[config.mk]
export PLATFORM = sky130hd
export DESIGN_NAME = shift_fifo_window_mean
export DESIGN_NICKNAME = d
export VERILOG_FILES = /design/src/rtl/core/sfwm_pkg.sv /design/src/rtl/core/sfwm_cell.sv /design/src/rtl/core/sfwm_div.sv /design/src/rtl/core/shift_fifo_window_mean.sv
export SDC_FILE = /design/constraint.sdc
export NUM_CORES = 2
export LEC_CHECK = 0
export ABC_AREA = 1
export BUFFER_PORTS_ARGS = -buffer_cell sky130_fd_sc_hd__buf_2
export CAP_MARGIN = 30
export CORE_UTILIZATION = 50
export CTS_CLUSTER_SIZE = 10
export DETAILED_ROUTE_END_ITERATION = 12
export HOLD_SLACK_MARGIN = 0.05
export PLACE_DENSITY = 0.69
export RECOVER_POWER = 50
export REMOVE_ABC_BUFFERS = 1
export SYNTH_ARGS = -nofsm -noshare
export SYNTH_HDL_FRONTEND = slang
export SYNTH_SLANG_ARGS = --single-unit
[constraint.sdc]
create_clock -name i_clk -period 5.7 [get_ports i_clk]
set_input_delay 1.14 -clock i_clk [delete_from_list [all_inputs] [get_ports i_clk]]
set_output_delay 1.14 -clock i_clk [all_outputs]
set_load 0.02 [all_outputs]
[src/rtl/core/sfwm_pkg.sv]
// Shared types and constants for the shifting FIFO with running mean.
package sfwm_pkg;

    localparam int VALUE_W = 32;
    localparam int COUNT_W = 7;
    localparam int MEAN_W  = 40;
    localparam int FRAC_W  = 8;

    localparam logic [1:0] OP_PUSH   = 2'd0;
    localparam logic [1:0] OP_POP    = 2'd1;
    localparam logic [1:0] OP_STATUS = 2'd2;

    typedef enum logic [1:0] {
        ST_IDLE,
        ST_START,
        ST_DIV
    } t_state;

    typedef struct packed {
        logic push;
        logic pop;
    } t_cell_ctl;

endpackage

[src/rtl/core/sfwm_cell.sv]
// One storage cell of the FIFO chain, loading from its neighbor on a pop or the pushed value when selected.
module sfwm_cell
    import sfwm_pkg::*;
(
    input  logic               i_clk,
    input  t_cell_ctl          i_ctl,
    input  logic               i_sel,
    input  logic [VALUE_W-1:0] i_value,
    input  logic [VALUE_W-1:0] i_next,
    output logic [VALUE_W-1:0] o_data
);

    logic [VALUE_W-1:0] r_data;

    always_ff @(posedge i_clk) begin
        if (i_ctl.pop) begin
            r_data <= i_next;
        end else if (i_ctl.push && i_sel) begin
            r_data <= i_value;
        end
    end

    assign o_data = r_data;

endmodule

[src/rtl/core/sfwm_div.sv]
// Bit-serial restoring divider that forms the signed fixed-point mean.
module sfwm_div
    import sfwm_pkg::*;
#(
    parameter int SUM_W = 39,
    parameter int DEN_W = 7
) (
    input  logic                    i_clk,
    input  logic                    i_rst_n,
    input  logic                    i_start,
    input  logic signed [SUM_W-1:0] i_sum,
    input  logic [DEN_W-1:0]        i_den,
    output logic                    o_done,
    output logic signed [MEAN_W-1:0] o_quot
);

    localparam int NUM_W = SUM_W + FRAC_W;
    localparam int CW    = $clog2(NUM_W + 1);

    logic [NUM_W-1:0] r_quo;
    logic [DEN_W-1:0] r_rem;
    logic [DEN_W-1:0] r_den;
    logic             r_neg;
    logic [CW-1:0]    r_cnt;
    logic             r_run;
    logic             r_done;

    logic [SUM_W-1:0]  mag;
    logic [DEN_W:0]    trial;
    logic              fits;
    logic [DEN_W:0]    diff;
    logic [MEAN_W-1:0] q_low;

    assign mag   = i_sum[SUM_W-1] ? (~i_sum + SUM_W'(1)) : i_sum;
    assign trial = {r_rem, r_quo[NUM_W-1]};
    assign fits  = trial >= {1'b0, r_den};
    assign diff  = trial - {1'b0, r_den};

    always_ff @(posedge i_clk) begin
        if (!i_rst_n) begin
            r_run  <= 1'b0;
            r_done <= 1'b0;
            r_cnt  <= '0;
        end else begin
            r_done <= 1'b0;
            if (i_start) begin
                r_run <= 1'b1;
                r_cnt <= CW'(NUM_W);
            end else if (r_run) begin
                r_cnt <= r_cnt - CW'(1);
                if (r_cnt == CW'(1)) begin
                    r_run  <= 1'b0;
                    r_done <= 1'b1;
                end
            end
        end
    end

    always_ff @(posedge i_clk) begin
        if (i_start) begin
            r_quo <= {mag, {FRAC_W{1'b0}}};
            r_rem <= '0;
            r_den <= i_den;
            r_neg <= i_sum[SUM_W-1];
        end else if (r_run) begin
            r_rem <= fits ? diff[DEN_W-1:0] : trial[DEN_W-1:0];
            r_quo <= {r_quo[NUM_W-2:0], fits};
        end
    end

    assign q_low  = r_quo[MEAN_W-1:0];
    assign o_quot = r_neg ? -q_low : q_low;
    assign o_done = r_done;

endmodule

[src/rtl/core/shift_fifo_window_mean.sv]
// Top level of the shifting FIFO with a fixed-point running mean.
//
//  channel   signals                                          direction
//  request   start, busy, i_opcode, i_value                   in (busy out)
//  result    o_strobe, o_accepted, o_count, o_is_empty,       out
//            o_is_full, o_mean_q8
//
// A request that leaves the FIFO non-empty passes through the START state and waits in
// the DIV state for the bit-serial mean divider; its result strobe is then registered.
// A request that leaves the FIFO empty goes from the START state to a registered strobe.
// Busy stays high from the request until its result is shown, so requests are
// taken one at a time; the receiver cannot stall and each result lasts one cycle.
// Synchronous reset empties the FIFO and clears the running sum.
module shift_fifo_window_mean
    import sfwm_pkg::*;
#(
    parameter int DEPTH = 64
) (
    input  logic                     i_clk,
    input  logic                     i_rst_n,
    input  logic                     start,
    output logic                     busy,
    input  logic [1:0]               i_opcode,
    input  logic signed [VALUE_W-1:0] i_value,
    output logic                     o_strobe,
    output logic                     o_accepted,
    output logic [COUNT_W-1:0]       o_count,
    output logic                     o_is_empty,
    output logic                     o_is_full,
    output logic signed [MEAN_W-1:0] o_mean_q8
);

    localparam int CNT_W = $clog2(DEPTH + 1);
    localparam int SUM_W = VALUE_W + CNT_W;

    t_state r_state, n_state;

    logic [CNT_W-1:0]        r_fill;
    logic signed [SUM_W-1:0] r_sum;
    logic                    r_took;
    logic                    r_strobe;
    logic                    r_accepted;
    logic [COUNT_W-1:0]      r_count;
    logic                    r_is_empty;
    logic                    r_is_full;
    logic [MEAN_W-1:0]       r_mean;

    logic                    take;
    logic                    do_push;
    logic                    do_pop;
    t_cell_ctl               cell_ctl;
    logic [VALUE_W-1:0]      cell_data [DEPTH];
    logic                    div_start;
    logic                    div_done;
    logic signed [MEAN_W-1:0] div_quot;
    logic                    emit;
    logic                    fill_zero;
    logic [CNT_W+COUNT_W-1:0] count_ext;

    assign take      = start && !busy;
    assign do_push   = take && (i_opcode == OP_PUSH) && (r_fill < CNT_W'(DEPTH));
    assign do_pop    = take && (i_opcode == OP_POP) && (r_fill != '0);
    assign cell_ctl  = '{push: do_push, pop: do_pop};
    assign fill_zero = (r_fill == '0);
    assign count_ext = {{COUNT_W{1'b0}}, r_fill};

    for (genvar g = 0; g < DEPTH; g++) begin : g_cell
        logic [VALUE_W-1:0] next_data;
        if (g == DEPTH - 1) begin : g_last
            assign next_data = '0;
        end else begin : g_mid
            assign next_data = cell_data[g+1];
        end
        sfwm_cell u_cell (
            .i_clk   (i_clk),
            .i_ctl   (cell_ctl),
            .i_sel   (r_fill == CNT_W'(g)),
            .i_value (i_value),
            .i_next  (next_data),
            .o_data  (cell_data[g])
        );
    end

    sfwm_div #(
        .SUM_W (SUM_W),
        .DEN_W (CNT_W)
    ) u_div (
        .i_clk   (i_clk),
        .i_rst_n (i_rst_n),
        .i_start (div_start),
        .i_sum   (r_sum),
        .i_den   (r_fill),
        .o_done  (div_done),
        .o_quot  (div_quot)
    );

    always_comb begin
        n_state = r_state;
        case (r_state)
            ST_IDLE:  if (take) n_state = ST_START;
            ST_START: n_state = fill_zero ? ST_IDLE : ST_DIV;
            ST_DIV:   if (div_done) n_state = ST_IDLE;
            default:  n_state = ST_IDLE;
        endcase
    end

    always_comb begin
        busy      = 1'b1;
        div_start = 1'b0;
        emit      = 1'b0;
        case (r_state)
            ST_IDLE: begin
                busy = 1'b0;
            end
            ST_START: begin
                div_start = !fill_zero;
                emit      = fill_zero;
            end
            ST_DIV: begin
                emit = div_done;
            end
            default: begin
                busy = 1'b1;
            end
        endcase
    end

    always_ff @(posedge i_clk) begin
        if (!i_rst_n) begin
            r_state  <= ST_IDLE;
            r_fill   <= '0;
            r_sum    <= '0;
            r_strobe <= 1'b0;
        end else begin
            r_state  <= n_state;
            r_strobe <= emit;
            if (do_push) begin
                r_fill <= r_fill + CNT_W'(1);
                r_sum  <= r_sum + {{(SUM_W-VALUE_W){i_value[VALUE_W-1]}}, i_value};
            end else if (do_pop) begin
                r_fill <= r_fill - CNT_W'(1);
                r_sum  <= r_sum - {{(SUM_W-VALUE_W){cell_data[0][VALUE_W-1]}}, cell_data[0]};
            end
        end
    end

    always_ff @(posedge i_clk) begin
        if (take) begin
            r_took <= do_push || do_pop;
        end
        if (emit) begin
            r_accepted <= r_took;
            r_count    <= count_ext[COUNT_W-1:0];
            r_is_empty <= fill_zero;
            r_is_full  <= (r_fill == CNT_W'(DEPTH));
            r_mean     <= fill_zero ? '0 : div_quot;
        end
    end

    assign o_strobe   = r_strobe;
    assign o_accepted = r_accepted;
    assign o_count    = r_count;
    assign o_is_empty = r_is_empty;
    assign o_is_full  = r_is_full;
    assign o_mean_q8  = r_mean;

    a_strobe_after_work: assert property (@(posedge i_clk) disable iff (!i_rst_n)
        o_strobe |-> ($past(r_state) == ST_START || $past(r_state) == ST_DIV))
        else $error("Result shown without a request in progress.");

    a_no_early_result: assert property (@(posedge i_clk) disable iff (!i_rst_n)
        take |=> !o_strobe)
        else $error("Result shown in the cycle after a request was taken.");

    a_empty_mean_zero: assert property (@(posedge i_clk) disable iff (!i_rst_n)
        (o_strobe && o_is_empty) |-> (o_mean_q8 == '0))
        else $error("Nonzero mean reported for an empty FIFO.");

    a_fill_bound: assert property (@(posedge i_clk) disable iff (!i_rst_n)
        r_fill <= CNT_W'(DEPTH))
        else $error("Fill count exceeds the FIFO depth.");

endmodule

==> metrics.md <==
| Metric | Value |
|---|---|
| H-tree Lvls | 5 |
| Family with the most delay on the worst path | buffers and inverters |
| Post-route DRC | 0 |
| IO Port Bufs | 88 |
| NumNets Final | 8744 |
| Hpwl dp | 142000 um |
| Crit. End Element | register |
| WP data required | 6170 ps |
| Slowest-stage cell, CP | clkbuf_1 |
| Initial antenna violation count | 6 |
| Synthesized cell area | just over 0.09 mm2 |
| Clk network pwr share | 0.352 |
| CTS Sinks | 2218 |
| Via/cell ratio | 5.46 |
| Post-route antenna net violation count | 0 |
| Worst path bufs/invs | 4 |
| Site Rows | 157 |
| Logic pwr share | 0.169 |
| Die X | 431 um |
| Tot GR Track Use | 0.254 |
| Final Instance Count excl. Fillers | 11200 |
| Worst hold path type | reg -> reg |
| Yosys reg bits | 2218 |
| Failing checks | capacitance limit, slew limit |
| NetSw | 12.4 mW |
| Post-CTS setup buffers | 0 |
| Worst-Margin Slew | 2600 ps |
| First-pass GRT wire length | 360000 um |
| Clk_skew | 51.5 ps |
| Post-CTS Hold Buffers | 0 |
| Post-layout minimum cycle time | 5100 ps |
| Syn Inst Count | 8625 |
| Slew Limit Fails | 2121 |
| Register share of total power | 0.479 |
| Max rail drop VDD | 0.310 mV |
| Max stage delay on crit path | about 1600 ps |
| 1st-iter DRT viols | 6653 |
| Hold depth | 0 |
| Final Hold Viols | 0 |
| Syn avg cell area | 10.7 um2 |
| Leakage Power | 38.4 nW |
| IO Count | 89 |
| CTS tree | built |
| Initial Util | 0.503 |
| Arr. time, crit path | 5560 ps |
| Drt wl/cell | 21.0 um |
| Relative slew slack | -0.751 |
| Core Area | 0.183 mm2 |
| RR Endpoint | g_cell[54].u_cell.o_data[6]$_DFFE_PP_ |
| Clk_lat worst skew | 910 ps |
| 1st-pass router iterations | 6 |
| Layout cell share with drive strength beyond 1 | 0.0578 |
| Clock transition at path regs | 50 ps |
| Area of the die | around 0.19 mm2 |
| Die height | 431 um |
| Syn-to-layout area delta | 11.1% |
| Largest net degree at the start of global routing | around 260 |
| Setup TNS Final | 0 ps |
| CP Max Fanout | 88 |
| Fmax | 0.196 GHz |
| Clock root buffer | clkbuf_16 |
| Grt total ovfl | 0 |
| CP Cell Sequence | inv_1 -> ha_1 -> nand2_1 -> nor2_8 -> nor3_4 -> inv_8 -> buf_4 -> o21ai_0 -> clkbuf_1 |
| Final period util | 0.894 |
| Final setup viols | 0 |
| Worst Reg-to-Reg Cells | 9 |
| Worst hold endpoint | o_accepted$_DFFE_PP_ |
| R2R Setup Slk | 600 ps |
| Clock Path Buffers | 4 |
| Hold Startpoint | r_took$_DFFE_PN_ |
| Internal power | 31.0 mW |
| Status | complete, but fails checks |
| Inserted Clock Buffers | 277 |
| DP Cell Count | around 11000 |
| Worst Setup SP | r_fill[1]$_SDFFE_PN0P_ |
| Netlist cell types | just under 50 |
| Yosys warning total | 0 |
| PD cells | approximately 420 mW/mm2 |
| R2r startpoint | r_fill[1]$_SDFFE_PN0P_ |
| Startpoint types | register |
| RSZ-0062 raised after global routing | no |
| Post-CTS Resized | 0 |
| GPL Wtd Cong | between 0.9 and 1 |
| Max Cap Viol | 59 |
| Vias | 61200 |
| Vias in the first global route | 59800 |
| Final wirelength | 235000 um |
| Sequential fraction of the synthesis area | 0.711 |
| Sw Share | 0.285 |
| Crit Path Class | reg -> reg |
## final cells by class
cell class / count / area (um2)
Fill cell: 15300 / 80700
Sequential cell: 2218 / 65600
Multi-Input combinational cell: 5581 / 23200
Clock buffer: 352 / 7420
Tap cell: 2464 / 3080
Timing Repair Buffer: 227 / 1670
Inverter: 341 / 1290
Clock inverter: 15 / 123
Antenna cell: 2 / 5.00
## worst max path at each step
stage | endpoint | cells after the start | slack (ps)
after global placement | r_sum[32]$_SDFFE_PN0P_ | 17 | 960
after CTS | u_div.r_quo[34]$_DFFE_PP_ | 10 | 1190
after detailed placement | r_sum[32]$_SDFFE_PN0P_ | 17 | 990
final | g_cell[54].u_cell.o_data[6]$_DFFE_PP_ | 9 | 600
after floorplan | g_cell[49].u_cell.o_data[0]$_DFFE_PP_ | 6 | -49440
after global routing | g_cell[39].u_cell.o_data[24]$_DFFE_PP_ | 10 | 430
## sequential cells by signal (all words and copies together), names as in the netlist, 2 cells and up
name / flops
u_div.r_quo: 47
u_div.r_den: 7
r_sum: 39
g_cell.u_cell.o_data: 2048
u_div.r_cnt: 6
o_mean_q8: 40
r_fill: 7
o_count: 7
r_state: 2
u_div.r_rem: 7
## cell usage in the layout (no fill, tap or decap), drive strengths merged, types with 56 or more instances in the layout
cell       n
nor3      56
a21oi    174
nand3    131
nand2   4455
clkbuf   452
buf      126
ha        59
dfxtp    104
inv      339
edfxtp  2114
o21ai    294
nor2     239
## cells in the mapped netlist, drive strengths merged
cell type	count	area [um2]
a211oi	4	30.0
a21boi	1	7.51
a21o	2	15.0
a21oi	174	871
a221oi	1	8.76
a31o	1	8.76
a31oi	5	31.3
and2	1	6.26
and3	1	6.26
buf	395	1970
clkbuf	90	338
clkinv	2	7.51
dfxtp	104	2080
edfxtp	2114	63500
fa	2	40.0
ha	59	738
inv	339	1270
mux2i	1	10.0
nand2	4455	16800
nand3	131	656
nand3b	2	15.0
nand4	26	163
nor2	239	938
nor3	56	297
nor3b	4	30.0
nor4	7	43.8
o211ai	10	75.1
o21a	7	52.6
o21ai	294	1470
o21bai	13	97.6
o22ai	17	106
o311ai	1	8.76
o31ai	9	67.6
o32ai	6	52.6
o41ai	1	8.76
or2	13	81.3
xnor2	9	78.8
xor2	29	254
## cells by family after synthesis
family | Yosys count | synth area share
DFF | 2218 | 0.711
adders and majority gates | 61 | 0.00844
muxes | 1 | 0.000109
buffers and inverters | 826 | 0.0390
xor gates and xnor gates | 38 | 0.00361
and+or+nand+nor | 4935 | 0.206
AOI/OAI and AO/OA | 546 | 0.0316
## power groups by stage
stage / sequential, mW / combinational [mW] / clock [mW]
floorplan: 21.0 / 6.65 / 0
global placement: 21.1 / 7.22 / 0
detailed placement: 21.1 / 7.36 / 0
CTS: 20.8 / 7.42 / 15.4
global route: 20.9 / 8.16 / 16.0
finish: 20.8 / 7.33 / 15.3
## per-stage QoR
stage               setup slack [ps]  power [mW]  hold WS, ps  instance area (um2)  utilization
finish                           603        43.4          435               102000        0.559
global route                     427        45.1          448               102000        0.559
CTS                             1190        43.6          443               103000        0.563
detailed placement               989        28.4          431                95500        0.521
global placement                 961        28.3          406                95100        0.520
floorplan                     -49440        27.7          400                89900            -
## routing by layer
metal | wire length (um) | track usage | vias to the layer above | part of all wire
met1 | 103000 | 0.368 | 30000 | 0.44
met5 | 19 | 0 | - | 0.000081
met3 | 18200 | 0.0464 | 404 | 0.077
li1 | - | - | 28400 | -
met2 | 107000 | 0.390 | 2352 | 0.46
met4 | 6460 | 0.0771 | 4 | 0.028
Power figures use the tool's default switching activity.
